===== src/tcf_pkg.sv =====
// shared types, constants and the cordic arctangent table for the tilt filter
package tcf_pkg;

   localparam int ANGLE_WIDTH_DEFAULT = 16;
   localparam int CORDIC_ITER_DEFAULT = 16;
   localparam int ATAN_TABLE_SIZE     = 24;
   localparam int INV_GAIN_Q15        = 19898;
   localparam int CW                  = 28;   // cordic x/y width
   localparam int ZW                  = 26;   // cordic angle width

   localparam logic [15:0] BLEND_RESET  = 16'd32113;
   localparam logic [15:0] PERIOD_RESET = 16'd655;

   localparam logic CSR_BLEND  = 1'b0;
   localparam logic CSR_PERIOD = 1'b1;

   typedef struct packed {
      logic signed [15:0] acc_x;
      logic signed [15:0] acc_y;
      logic signed [15:0] acc_z;
      logic signed [15:0] gyro_roll_rate;
      logic signed [15:0] gyro_pitch_rate;
   } req_payload_type;

   typedef struct packed {
      logic signed [15:0] roll_angle;
      logic signed [15:0] pitch_angle;
   } rsp_payload_type;

   // atan(2^-i) in 1/65536 degree
   function automatic logic signed [ZW-1:0] atan_entry(input logic [4:0] idx);
      logic signed [ZW-1:0] r;
      case (idx)
         5'd0:  r = 26'sd2949120;
         5'd1:  r = 26'sd1740967;
         5'd2:  r = 26'sd919879;
         5'd3:  r = 26'sd466945;
         5'd4:  r = 26'sd234379;
         5'd5:  r = 26'sd117304;
         5'd6:  r = 26'sd58666;
         5'd7:  r = 26'sd29335;
         5'd8:  r = 26'sd14668;
         5'd9:  r = 26'sd7334;
         5'd10: r = 26'sd3667;
         5'd11: r = 26'sd1833;
         5'd12: r = 26'sd917;
         5'd13: r = 26'sd458;
         5'd14: r = 26'sd229;
         5'd15: r = 26'sd115;
         5'd16: r = 26'sd57;
         5'd17: r = 26'sd29;
         5'd18: r = 26'sd14;
         5'd19: r = 26'sd7;
         5'd20: r = 26'sd4;
         5'd21: r = 26'sd2;
         5'd22: r = 26'sd1;
         default: r = '0;
      endcase
      return r;
   endfunction

   // clamp a wide angle to the signed range of w bits (w capped at 16)
   function automatic logic signed [15:0] sat_angle(input logic signed [39:0] v,
                                                    input int w);
      logic signed [39:0] hi;
      logic signed [39:0] lo;
      int ww;
      ww = (w > 16) ? 16 : w;
      hi = (40'sd1 <<< (ww - 1)) - 40'sd1;
      lo = -hi - 40'sd1;
      if (v > hi) return hi[15:0];
      if (v < lo) return lo[15:0];
      return v[15:0];
   endfunction

endpackage


===== src/tcf_cordic.sv =====
// iterative cordic vectoring unit, one micro-rotation per cycle
module tcf_cordic import tcf_pkg::*; #(
   parameter int CORDIC_ITERATIONS = CORDIC_ITER_DEFAULT
) (
   input  logic                 clock,
   input  logic                 reset,
   input  logic                 start,
   input  logic signed [CW-1:0] x_in,
   input  logic signed [CW-1:0] y_in,
   output logic                 done,
   output logic signed [CW-1:0] mag,
   output logic signed [ZW-1:0] angle
);
   localparam int STEPS = (CORDIC_ITERATIONS < ATAN_TABLE_SIZE) ?
                          CORDIC_ITERATIONS : ATAN_TABLE_SIZE;

   logic                 busy_ff, busy_in;
   logic                 done_ff, done_in;
   logic [4:0]           step_ff, step_in;
   logic signed [CW-1:0] x_ff, x_in_r, y_ff, y_in_r;
   logic signed [ZW-1:0] z_ff, z_in;

   // pre-rotation, zero vector and micro-rotation
   always_comb begin
      busy_in = busy_ff;
      done_in = 1'b0;
      step_in = step_ff;
      x_in_r  = x_ff;
      y_in_r  = y_ff;
      z_in    = z_ff;
      if (start) begin
         step_in = '0;
         z_in    = '0;
         x_in_r  = x_in;
         y_in_r  = y_in;
         if (x_in == 0 && y_in == 0) begin
            busy_in = 1'b0;
            done_in = 1'b1;
         end else begin
            busy_in = 1'b1;
            if (x_in < 0) begin
               if (y_in >= 0) begin
                  x_in_r = y_in;
                  y_in_r = -x_in;
                  z_in   = ZW'(90 * 65536);
               end else begin
                  x_in_r = -y_in;
                  y_in_r = x_in;
                  z_in   = -ZW'(90 * 65536);
               end
            end
         end
      end else if (busy_ff) begin
         if (y_ff > 0) begin
            x_in_r = x_ff + (y_ff >>> step_ff);
            y_in_r = y_ff - (x_ff >>> step_ff);
            z_in   = z_ff + atan_entry(step_ff);
         end else begin
            x_in_r = x_ff - (y_ff >>> step_ff);
            y_in_r = y_ff + (x_ff >>> step_ff);
            z_in   = z_ff - atan_entry(step_ff);
         end
         step_in = step_ff + 5'd1;
         if (step_ff == 5'(STEPS - 1)) begin
            busy_in = 1'b0;
            done_in = 1'b1;
         end
      end
   end

   always_ff @(posedge clock) begin
      if (reset) begin
         busy_ff <= 1'b0;
         done_ff <= 1'b0;
         step_ff <= '0;
      end else begin
         busy_ff <= busy_in;
         done_ff <= done_in;
         step_ff <= step_in;
      end
      x_ff <= x_in_r;
      y_ff <= y_in_r;
      z_ff <= z_in;
   end

   assign done  = done_ff;
   assign mag   = x_ff;
   assign angle = z_ff;
endmodule


===== src/tcf_serial_mult.sv =====
// shift-add multiplier, one multiplier bit per cycle
module tcf_serial_mult import tcf_pkg::*; #(
   parameter int AW = 32,
   parameter int BW = 17
) (
   input  logic                    clock,
   input  logic                    reset,
   input  logic                    start,
   input  logic signed [AW-1:0]    a,
   input  logic signed [BW-1:0]    b,
   output logic                    done,
   output logic signed [AW+BW-1:0] product
);
   localparam int PW = AW + BW;
   localparam int CNTW = $clog2(BW + 1);

   logic                 busy_ff;
   logic                 done_ff;
   logic [CNTW-1:0]      cnt_ff;
   logic signed [PW-1:0] acc_ff;
   logic signed [PW-1:0] mcand_ff;
   logic [BW-1:0]        mplier_ff;

   // two's complement: top bit of b has negative weight
   always_ff @(posedge clock) begin
      if (reset) begin
         busy_ff <= 1'b0;
         done_ff <= 1'b0;
         cnt_ff  <= '0;
      end else begin
         done_ff <= 1'b0;
         if (start) begin
            busy_ff <= 1'b1;
            cnt_ff  <= '0;
         end else if (busy_ff) begin
            cnt_ff <= cnt_ff + 1'b1;
            if (cnt_ff == CNTW'(BW - 1)) begin
               busy_ff <= 1'b0;
               done_ff <= 1'b1;
            end
         end
      end
      if (start) begin
         acc_ff    <= '0;
         mcand_ff  <= PW'(a);
         mplier_ff <= b;
      end else if (busy_ff) begin
         if (mplier_ff[0]) begin
            if (cnt_ff == CNTW'(BW - 1)) acc_ff <= acc_ff - mcand_ff;
            else acc_ff <= acc_ff + mcand_ff;
         end
         mcand_ff  <= mcand_ff <<< 1;
         mplier_ff <= mplier_ff >> 1;
      end
   end

   assign done    = done_ff;
   assign product = acc_ff;
endmodule


===== src/tilt_complementary_filter_top.sv =====
// tilt complementary filter top: sequencer, cordic, serial multiplier, state
// from accept to result valid: two cordic passes, seven serial multiplies and one load into
// the output register; one item in flight, the next item can be taken in the cycle after the
// result is loaded into the output register; a zero cordic vector saves the iterations
// reset (synchronous) clears the estimates to zero, loads blend_weight 32113 and sample_period 655
module tilt_complementary_filter_top import tcf_pkg::*; #(
   parameter int ANGLE_WIDTH       = ANGLE_WIDTH_DEFAULT,
   parameter int CORDIC_ITERATIONS = CORDIC_ITER_DEFAULT
) (
   input  logic            clock,
   input  logic            reset,
   input  logic            req_valid,
   output logic            req_ready,
   input  req_payload_type req_data,
   output logic            rsp_valid,
   input  logic            rsp_ready,
   output rsp_payload_type rsp_data,
   input  logic            csr_valid,
   output logic            csr_ready,
   input  logic [0:0]      csr_index,
   input  logic [15:0]     csr_data
);
   localparam int MAW = 42;
   localparam int MBW = 17;
   localparam int MPW = MAW + MBW;

   typedef enum logic [3:0] {
      S_IDLE, S_CROLL, S_MGAIN, S_CPITCH, S_PROP_R, S_MW1_R, S_MW2_R,
      S_PROP_P, S_MW1_P, S_MW2_P, S_OUT
   } state_type;

   state_type state_ff;
   logic [15:0] blend_ff, period_ff;
   logic signed [15:0] roll_est_ff, pitch_est_ff;
   req_payload_type req_ff;
   logic signed [15:0] acc_roll_ff, acc_pitch_ff;
   logic signed [MPW-1:0] part_ff;
   logic rsp_valid_ff;
   rsp_payload_type rsp_ff;

   logic c_start, c_done;
   logic signed [CW-1:0] c_x, c_y, c_mag;
   logic signed [ZW-1:0] c_ang;
   logic m_start, m_done;
   logic signed [MAW-1:0] m_a;
   logic signed [MBW-1:0] m_b;
   logic signed [MPW-1:0] m_p;

   logic signed [16:0] alpha_c, one_minus;
   logic signed [15:0] acc_cur, est_cur, rate_cur, accel_q;
   logic signed [15:0] blend_w;

   tcf_cordic #(.CORDIC_ITERATIONS(CORDIC_ITERATIONS)) u_cordic (
      .clock, .reset, .start(c_start), .x_in(c_x), .y_in(c_y),
      .done(c_done), .mag(c_mag), .angle(c_ang)
   );

   tcf_serial_mult #(.AW(MAW), .BW(MBW)) u_mult (
      .clock, .reset, .start(m_start), .a(m_a), .b(m_b),
      .done(m_done), .product(m_p)
   );

   // clamp weight, scale the cordic angle, pick the channel and round the blended sum
   always_comb begin
      alpha_c   = (blend_ff > 16'd32768) ? 17'sd32768 : $signed({1'b0, blend_ff});
      one_minus = 17'sd32768 - alpha_c;
      accel_q   = sat_angle(40'((c_ang + 26'sd256) >>> 9), ANGLE_WIDTH);
      if (state_ff == S_PROP_R || state_ff == S_MW1_R || state_ff == S_MW2_R) begin
         acc_cur  = acc_roll_ff;
         est_cur  = roll_est_ff;
         rate_cur = req_ff.gyro_roll_rate;
      end else begin
         acc_cur  = acc_pitch_ff;
         est_cur  = pitch_est_ff;
         rate_cur = req_ff.gyro_pitch_rate;
      end
      blend_w = sat_angle(40'((part_ff + m_p + (MPW'(1) <<< 27)) >>> 28), ANGLE_WIDTH);
   end

   // operand selection for the shared units
   always_comb begin
      c_start = 1'b0;
      c_x     = '0;
      c_y     = '0;
      m_start = 1'b0;
      m_a     = '0;
      m_b     = '0;
      case (state_ff)
         S_IDLE: begin
            c_start = req_valid;
            c_x     = CW'(req_data.acc_z) <<< 8;
            c_y     = CW'(req_data.acc_y) <<< 8;
         end
         S_CROLL: begin
            m_start = c_done;
            m_a     = MAW'(c_mag);
            m_b     = MBW'(INV_GAIN_Q15);
         end
         S_MGAIN: begin
            c_start = m_done;
            c_x     = CW'(m_p >>> 15);
            c_y     = -(CW'(req_ff.acc_x) <<< 8);
         end
         S_CPITCH: begin
            m_start = c_done;
            m_a     = MAW'(req_ff.gyro_roll_rate);
            m_b     = $signed({1'b0, period_ff});
         end
         S_PROP_R, S_PROP_P: begin
            m_start = m_done;
            m_a     = MAW'(m_p) + (MAW'(est_cur) <<< 13);
            m_b     = alpha_c;
         end
         S_MW1_R, S_MW1_P: begin
            m_start = m_done;
            m_a     = MAW'(acc_cur) <<< 13;
            m_b     = one_minus;
         end
         S_MW2_R: begin
            m_start = m_done;
            m_a     = MAW'(req_ff.gyro_pitch_rate);
            m_b     = $signed({1'b0, period_ff});
         end
         default: ;
      endcase
   end

   assign req_ready = (state_ff == S_IDLE);
   assign csr_ready = 1'b1;
   assign rsp_valid = rsp_valid_ff;
   assign rsp_data  = rsp_ff;

   // sequencer, configuration and result register
   always_ff @(posedge clock) begin
      if (reset) begin
         state_ff     <= S_IDLE;
         blend_ff     <= BLEND_RESET;
         period_ff    <= PERIOD_RESET;
         roll_est_ff  <= '0;
         pitch_est_ff <= '0;
         rsp_valid_ff <= 1'b0;
      end else begin
         if (state_ff == S_OUT && (!rsp_valid_ff || rsp_ready)) rsp_valid_ff <= 1'b1;
         else if (rsp_valid_ff && rsp_ready) rsp_valid_ff <= 1'b0;
         if (csr_valid) begin
            case (csr_index)
               CSR_BLEND:  blend_ff  <= csr_data;
               CSR_PERIOD: period_ff <= csr_data;
               default: ;
            endcase
         end
         case (state_ff)
            S_IDLE:   if (req_valid) state_ff <= S_CROLL;
            S_CROLL:  if (c_done) state_ff <= S_MGAIN;
            S_MGAIN:  if (m_done) state_ff <= S_CPITCH;
            S_CPITCH: if (c_done) state_ff <= S_PROP_R;
            S_PROP_R: if (m_done) state_ff <= S_MW1_R;
            S_MW1_R:  if (m_done) state_ff <= S_MW2_R;
            S_MW2_R: begin
               if (m_done) begin
                  roll_est_ff <= blend_w;
                  state_ff    <= S_PROP_P;
               end
            end
            S_PROP_P: if (m_done) state_ff <= S_MW1_P;
            S_MW1_P:  if (m_done) state_ff <= S_MW2_P;
            S_MW2_P: begin
               if (m_done) begin
                  pitch_est_ff <= blend_w;
                  state_ff     <= S_OUT;
               end
            end
            S_OUT: begin
               if (!rsp_valid_ff || rsp_ready) state_ff <= S_IDLE;
            end
            default: state_ff <= S_IDLE;
         endcase
      end
      // payload registers
      if (state_ff == S_IDLE && req_valid) req_ff <= req_data;
      if (state_ff == S_CROLL && c_done) acc_roll_ff <= accel_q;
      if (state_ff == S_CPITCH && c_done) acc_pitch_ff <= accel_q;
      if ((state_ff == S_MW1_R || state_ff == S_MW1_P) && m_done) part_ff <= m_p;
      if (state_ff == S_MW2_R && m_done) part_ff <= part_ff + m_p;
      if (state_ff == S_MW2_P && m_done) part_ff <= part_ff + m_p;
      if (state_ff == S_OUT && (!rsp_valid_ff || rsp_ready)) begin
         rsp_ff.roll_angle  <= roll_est_ff;
         rsp_ff.pitch_angle <= pitch_est_ff;
      end
   end
endmodule

===== config.mk =====
export PLATFORM = sky130hd
export DESIGN_NAME = tilt_complementary_filter_top
export DESIGN_NICKNAME = d
export VERILOG_FILES = /design/src/tcf_pkg.sv /design/src/tcf_cordic.sv /design/src/tcf_serial_mult.sv /design/src/tilt_complementary_filter_top.sv
export SDC_FILE = /design/constraint.sdc
export NUM_CORES = 2
export LEC_CHECK = 0
export BUFFER_PORTS_ARGS = -buffer_cell sky130_fd_sc_hd__buf_2
export CORE_MARGIN = 2
export CORE_UTILIZATION = 65
export DETAILED_ROUTE_END_ITERATION = 16
export GPL_TIMING_DRIVEN = 0
export PLACE_DENSITY = 0.81
export REMOVE_ABC_BUFFERS = 1
export SLEW_MARGIN = 20
export SYNTH_ARGS = -nofsm -noshare
export SYNTH_HDL_FRONTEND = slang
export SYNTH_SLANG_ARGS = --single-unit

===== constraint.sdc =====
create_clock -name clock -period 11.6 [get_ports clock]
set_input_delay 1.16 -clock clock [delete_from_list [all_inputs] [get_ports clock]]
set_output_delay 1.16 -clock clock [all_outputs]
set_load 0.01 [all_outputs]

* Yosys cells after proc, flatten, opt, wreduce, memory -nomap -nowiden
Memories as Yosys holds them, arrays and structs flattened. A register that Yosys moved wholly into a read port is not among the register bits.
Cells that the tools add are included.
** Storage, ports and cells
- Memory bits (writable) :: 0
- Memories :: 2
- Word-level logic and storage cells :: 201
- Flip-flop bits (word level) :: 471
- Bits of input ports :: 102
- Latch bits :: 0
- Output and inout port bits :: 35
- Memory bits (read-only) :: 1408
** Operators by class
- Bitwise logic cells :: 2
- Equal/unequal tests :: 23
- $mul :: 0
- Shift-type cells :: 2
- Multiplexer cells :: 85
- Div/mod/pow operators :: 0
- Order comparisons :: 8
- Add/sub/neg operators :: 18
- Reduce and logical (&&, ||, !) cells :: 35
** Memories
- (no name shown) :: words 32, bits a word 22, rd ports 1, clocked after memory_dff 1, wr ports 0, line tcf_pkg.sv:33 : case (idx)
- (no name shown) :: words 32, bits a word 22, rd ports 1, clocked after memory_dff 1, wr ports 0, line tcf_pkg.sv:33
** Operator list (count)
- two-way mux 59 bit :: 6
- two-way mux 28 bit :: 12
- two-way mux 26 bit :: 12
- case mux 42 bit (5 select lines) :: 1
- two-way mux 16 bit :: 11
- adder 59 bit :: 2
- case mux 28 bit (2 select lines) :: 2
- case mux 17 bit (4 select lines) :: 1
- logical NOT 32 bit :: 2
- adder 59 x 29 -> 59 bit, second input constant :: 1
- subtractor 59 bit :: 1
- adder 28 bit :: 2
- negator 28 bit :: 2
- >>> shifter 28 x 5 -> 28 bit :: 2
- subtractor 28 bit :: 2
- two-way mux 4 bit :: 11
- case mux 4 bit (11 select lines) :: 1
- adder 42 x 29 -> 42 bit :: 1
- two-way mux 17 bit :: 2
- > comparator 31 x 16 -> 1 bit, second input constant :: 1
- less-than comparator 31 x 16 -> 1 bit, second input constant :: 1
- >= comparator 28 x 1 -> 1 bit, second input constant :: 1
- > comparator 28 x 1 -> 1 bit, second input constant :: 1
- less-than comparator 28 x 1 -> 1 bit, second input constant :: 1
- 32 further kinds :: 94

* Depth between registers and ports, before layout
- Depth after elaboration :: 8
- Gate-level depth with buffers :: 31
- Gate-level depth less buffers :: 28

* Modules after synthesis
From an unflattened synthesis, not the netlist that was laid out.
** Second synthesis, totals
- Cell total of the unflattened synthesis :: 4854
- Area, all modules :: 42861.1 um^2
** By module, submodules not included
- tilt_complementary_filter_top :: area an instance 16679.7 um^2, instances 1, cells each 1803
- tcf_cordic :: area an instance 16036.6 um^2, instances 1, cells each 1902
- tcf_serial_mult :: area an instance 10144.7 um^2, instances 1, cells each 1149

* Worst setup path before layout
No wires, ideal clock.
- Path type :: flip-flop to flip-flop
- Start point :: register u_cordic.step_ff[0]
- End point :: register u_cordic.x_ff[26] (netlist: u_cordic.mag[26]), data pin
- Path buffers :: 3
- Path slack :: 5224 ps
- Data arrival time :: 6109 ps
- Library setup time :: 267 ps
- Data required time :: 11333 ps
- Cell stages (with the launch flop) :: 26
- Cell sequence :: dfxtp_1 clkbuf_1 buf_2 buf_1 mux4_2 a211oi_1 a21oi_1 nor2_1 a21oi_1 or4_1 o21ai_0 xnor2_1 ha_1 a21o_1 a21oi_1 o21ai_0 a221o_1 a221oi_1 a211oi_1 o311a_1 o21ai_0 nand2b_1 a21o_1 a21oi_1 xor2_1 o21ai_0
** Between the ends
- Word-level cells in the longest chain between the ends :: 5
- Elaborated cells on any way between the ends :: 6
** Ends and longest elaborated chain
- start, declared :: line tcf_cordic.sv:19 : logic [4:0] step_ff, step_in;
- start signal, assigned :: line tcf_cordic.sv:79 : step_ff <= step_in;
- >>> shifter 28 x 5 -> 28 bit (*) :: line tcf_cordic.sv:55, tcf_cordic.sv:59
- subtractor 28 bit / adder 28 bit (equally long branches) :: line tcf_cordic.sv:59, tcf_cordic.sv:55
- two-way mux 28 bit (*) :: line tcf_cordic.sv:54 : if (y_ff > 0) begin
- two-way mux 28 bit (*) :: line tcf_cordic.sv:53 : end else if (busy_ff) begin
- two-way mux 28 bit (*) :: line tcf_cordic.sv:31 : if (start) begin
- via u_cordic.x_in_r[26] :: line tcf_cordic.sv:20 : logic signed [CW-1:0] x_ff, x_in_r, y_ff, y_in_r;
- end signal, assigned :: line tcf_cordic.sv:81 : x_ff <= x_in_r;
- end, declared :: line tcf_cordic.sv:20
The timed path passes the listed nets; every way through them passes the cells marked *. The select of a mux whose other input is x is not followed.
A chain may end at the register's enable or synchronous reset.

* Final worst setup path
Ends and elaborated chain as after synthesis.

==> impl_metrics.toml <==
[yosys]
post_synthesis_cell_type_count = 115
avgSynthCellArea_um2 = 8.531
synth.cell_area_um2 = 40480
ys_dominant_reg_cell = "edfxtp_1"
synthesis.instances = 4745
ys_ff_latch = 493
synth_edf_count = 329
asyncSetResetFlopFracSynth_pct = 0
synthesis.yosys.warnings = 0
post_synthesis_sequential_area_ratio_pct = 32.52

[die]
die_w_um = 253.5
floorplan.initialDensity_pct = 65.71
die_area_um2 = 64290
placement_row_count = 91
top_ports = 137
die_y_um = 253.5
core_area_um2 = 61600

[critical_path]
cp_data_required_time_ns = 11.98
cp_top_family = "compound AO/OA/AOI/OAI gates"
worst_r2r_startpoint = "u_cordic.step_ff[0]"
setup.worst_path.class = "reg2reg"
timing.critical_path.arrival_ns = 7.62
cp_max_fo = 33
max_stage_delay_on_crit_path_ns = 0.74
cp_num_buf_inv = 0
path_common_cell = "o21ai_0"
timing.critical_path.slowest_stage_cell = "dfxtp_4"
critical_path.reg2reg.endpoint = "u_cordic.mag[26]"
startpoint_type = "register"
path_cells = "mux4_2, mux2_2, o21ai_0, a21oi_1, or4_1, o21ai_0, xnor2_1, ha_1, a21o_1, a21oi_1, o21ai_0, a221o_1, a221oi_1, a211oi_1, o311a_1, o21ai_0, nand2b_1, a21o_1, a21oi_1, xor2_1, o21ai_0"
timing.reg2reg.worst_path_depth = 21
crit_path_end_kind = "register"
setup.reg_to_reg.worst_slack_ns = 4.36

[clock_network]
cts_tree = "yes"
post_cts_hold_buffer_count = 0
cts_max_path_buffers = 3
cts_resized = 0
cts.htree.levels = 2
clk-insertion-delay-late_ns = 0.64
cts_sinks = 493
cts.root.buffer_cell = "clkbuf_16"
clkTransAtPathRegs_ns = 0.07
tritoncts.num_buffers = 55
post_cts.repair.setup_buffers = 0

[detailed_routing]
viasPerCell = 6.749
first_iteration_detailed_routing_drc_count = 4744
met3RoutedLength_um = 13860
wirelength_um = 124100
route.vias.total = 38040
drc = 0
ant_nets = 0
wirelength_met1_um = 51110
met2_wirelength_um = 53440
post_drt_wl_per_cell_um = 22.02
topRoutingLayerUsed = "met5"
drt_pass1_iterations = 10

[power]
power_density_nw_per_um2 = 251.6
overall_power_consumption_mw = 11.14
worst_ir_drop_vdd_v = 0.0001762
power.leakage_nw = 17.77

[global_route]
number_of_global_route_vias_before_repair = 34460
grt_first_pass_wirelength_um = 191500
pin_count_of_the_biggest_net_entering_global_routing = 67
grt_usage_pct = 37.69
antenna_found_initial = 3
overflow_left_after_global_routing = 0

[layout]
synth_to_layout_area_growth_pct = 9.341
post_route_cells_drive_above_1_share_pct = 10.34
design.final.nets = 5104
finish.cell_count_without_fillers = 5637

[flow_run]
maxCapViolations = 0

[sta]
fmax_mhz = 138.1
post-route-min-period_ns = 7.243
tns_ns = 0
finalSetupViolCount = 0
hold_violations = 0
post-route-worst-setup-slack_ns = 4.357
maxSlewHeadroom_pct = 25.08
final-max-slew-violation-count = 0
layout_worst_path_cycle_share_pct = 62.44
grt_setup_unrepaired = "false"
clock_skew_ns = 0.02259
tightest_slew_ns = 1.122

[place]
dpl_worst_slack_ns = 4.588
post_place_cells = 5532
port_bufs = 135
hpwl_um = 93180
place_congestion = 0.9956

[hold_path]
worstHoldEndpoint = "period_ff[6]"
hold_path.startpoint = "period_ff[6]"
class_of_the_tightest_hold_or_removal_check = "reg2reg"
whs_path_depth = 2

[run_status]
status = "finished, final reports clean"
==> metrics by stage <==
stage / cell area [um2] / hold slack [ns] / util [%]
detailed placement: 42300 / 0.4484 / 68.67
finish: 44260 / 0.4584 / 71.85
floorplan: 39520 / 0.4245 / -
CTS: 44240 / 0.4593 / 71.82
global route: 44260 / 0.4762 / 71.85
global placement: 41250 / 0.4404 / 66.96
==> logic make-up after synthesis <==
| group | count (synthesis) | share of synthesized area [%] |
|---|---|---|
| other cells | 1 | 0.009264 |
| xor+xnor | 390 | 8.476 |
| flops | 493 | 32.52 |
| simple gates | 1700 | 19.72 |
| fa+ha+maj | 250 | 7.839 |
| buf+inv | 344 | 3.338 |
| compound gates | 1402 | 22.12 |
| mux | 165 | 5.984 |
==> where the power goes <==
| group | switching (mW) | internal, mW | leakage [nW] |
|---|---|---|---|
| Combinational | 3.70 | 2.71 | 12.4 |
| Clock | 0.816 | 1.09 | 0.941 |
| Sequential | 0.414 | 2.40 | 4.46 |
| Total | 4.93 | 6.20 | 17.8 |
==> synth_stat cells, drive strengths merged (101+ instances only) <==
cell,instances,area (um2)
a21oi,477,2387
inv,101,379.1
edfxtp,329,9879
dfxtp,164,3283
clkbuf,177,664.4
nand2,603,2273
ha,244,3053
o21ai,290,1459
a21o,121,908.4
nor3,128,645.6
xor2,180,1592
nor2,440,1654
xnor2,210,1839
nand3,118,595.6
==> placed cells by master, fill, tap and decap left out, types with 62 or more instances in the layout <==
cell type and count:
nor3_1 122, dfxtp_1 159, ha_1 244, nor2_1 430
nand2_1 597, edfxtp_1 329, buf_2 139, a21o_1 120
xnor2_1 210, o21ai_0 276, a21oi_1 475, nand3_1 117
xor2_1 178, inv_1 98, mux2i_1 71, or3_1 62
==> sequential cells by signal, summed over array words and instances, names as in the netlist, 4 cells and up, named ones only <==
register,flops
acc_pitch_ff,16
acc_roll_ff,16
blend_ff,16
part_ff,59
period_ff,16
pitch_est_ff,16
req_ff,48
roll_est_ff,16
rsp_data,32
state_ff,4
u_cordic.angle,26
u_cordic.mag,28
u_cordic.step_ff,5
u_cordic.y_ff,28
u_mult.cnt_ff,5
u_mult.mcand_ff,59
u_mult.mplier_ff,17
u_mult.product,59
==> layout make-up <==
cell class	instances	area, um2
well taps	837	1047
repair buffers	188	1535
clock buffers	62	1455
inverters	106	397.9
flip-flops and latches	493	13170
fillers	4856	17340
diodes	1	2.502
multi-input cells	3908	26160
clock inverters	42	486.7
==> routing by layer <==
layer	GRT usage, %	vias to the layer above
met2	56.91	2052
met5	0	-
met3	7.139	330
met1	52.75	18020
li1	-	17630
met4	16.33	4
==> worst max path at each step <==
| stage | from | end | depth (start not counted) |
|---|---|---|---|
| after floorplan | state_ff[1] | u_cordic.angle[0] | 4 |
| after global placement | state_ff[1] | u_cordic.mag[1] | 4 |
| after detailed placement | u_cordic.step_ff[0] | u_cordic.y_ff[27] | 23 |
| after CTS | u_cordic.step_ff[0] | u_cordic.y_ff[27] | 23 |
| after global routing | u_mult.mcand_ff[4] | u_mult.product[55] | 23 |
| final | u_cordic.step_ff[0] | u_cordic.mag[26] | 21 |
==> worst register-to-register path, stage by stage (launching register included) <==
cell and delay [ns]:
dfxtp_4 0.74, mux4_2 0.75, mux2_2 0.33, o21ai_0 0.53, a21oi_1 0.23, or4_1 0.65
o21ai_0 0.24, xnor2_1 0.16, ha_1 0.31, a21o_1 0.19, a21oi_1 0.22, o21ai_0 0.19
a221o_1 0.37, a221oi_1 0.51, a211oi_1 0.25, o311a_1 0.41, o21ai_0 0.15, nand2b_1 0.12
a21o_1 0.20, a21oi_1 0.16, xor2_1 0.18, o21ai_0 0.10
No activity file was read; power rests on OpenSTA's default activity.
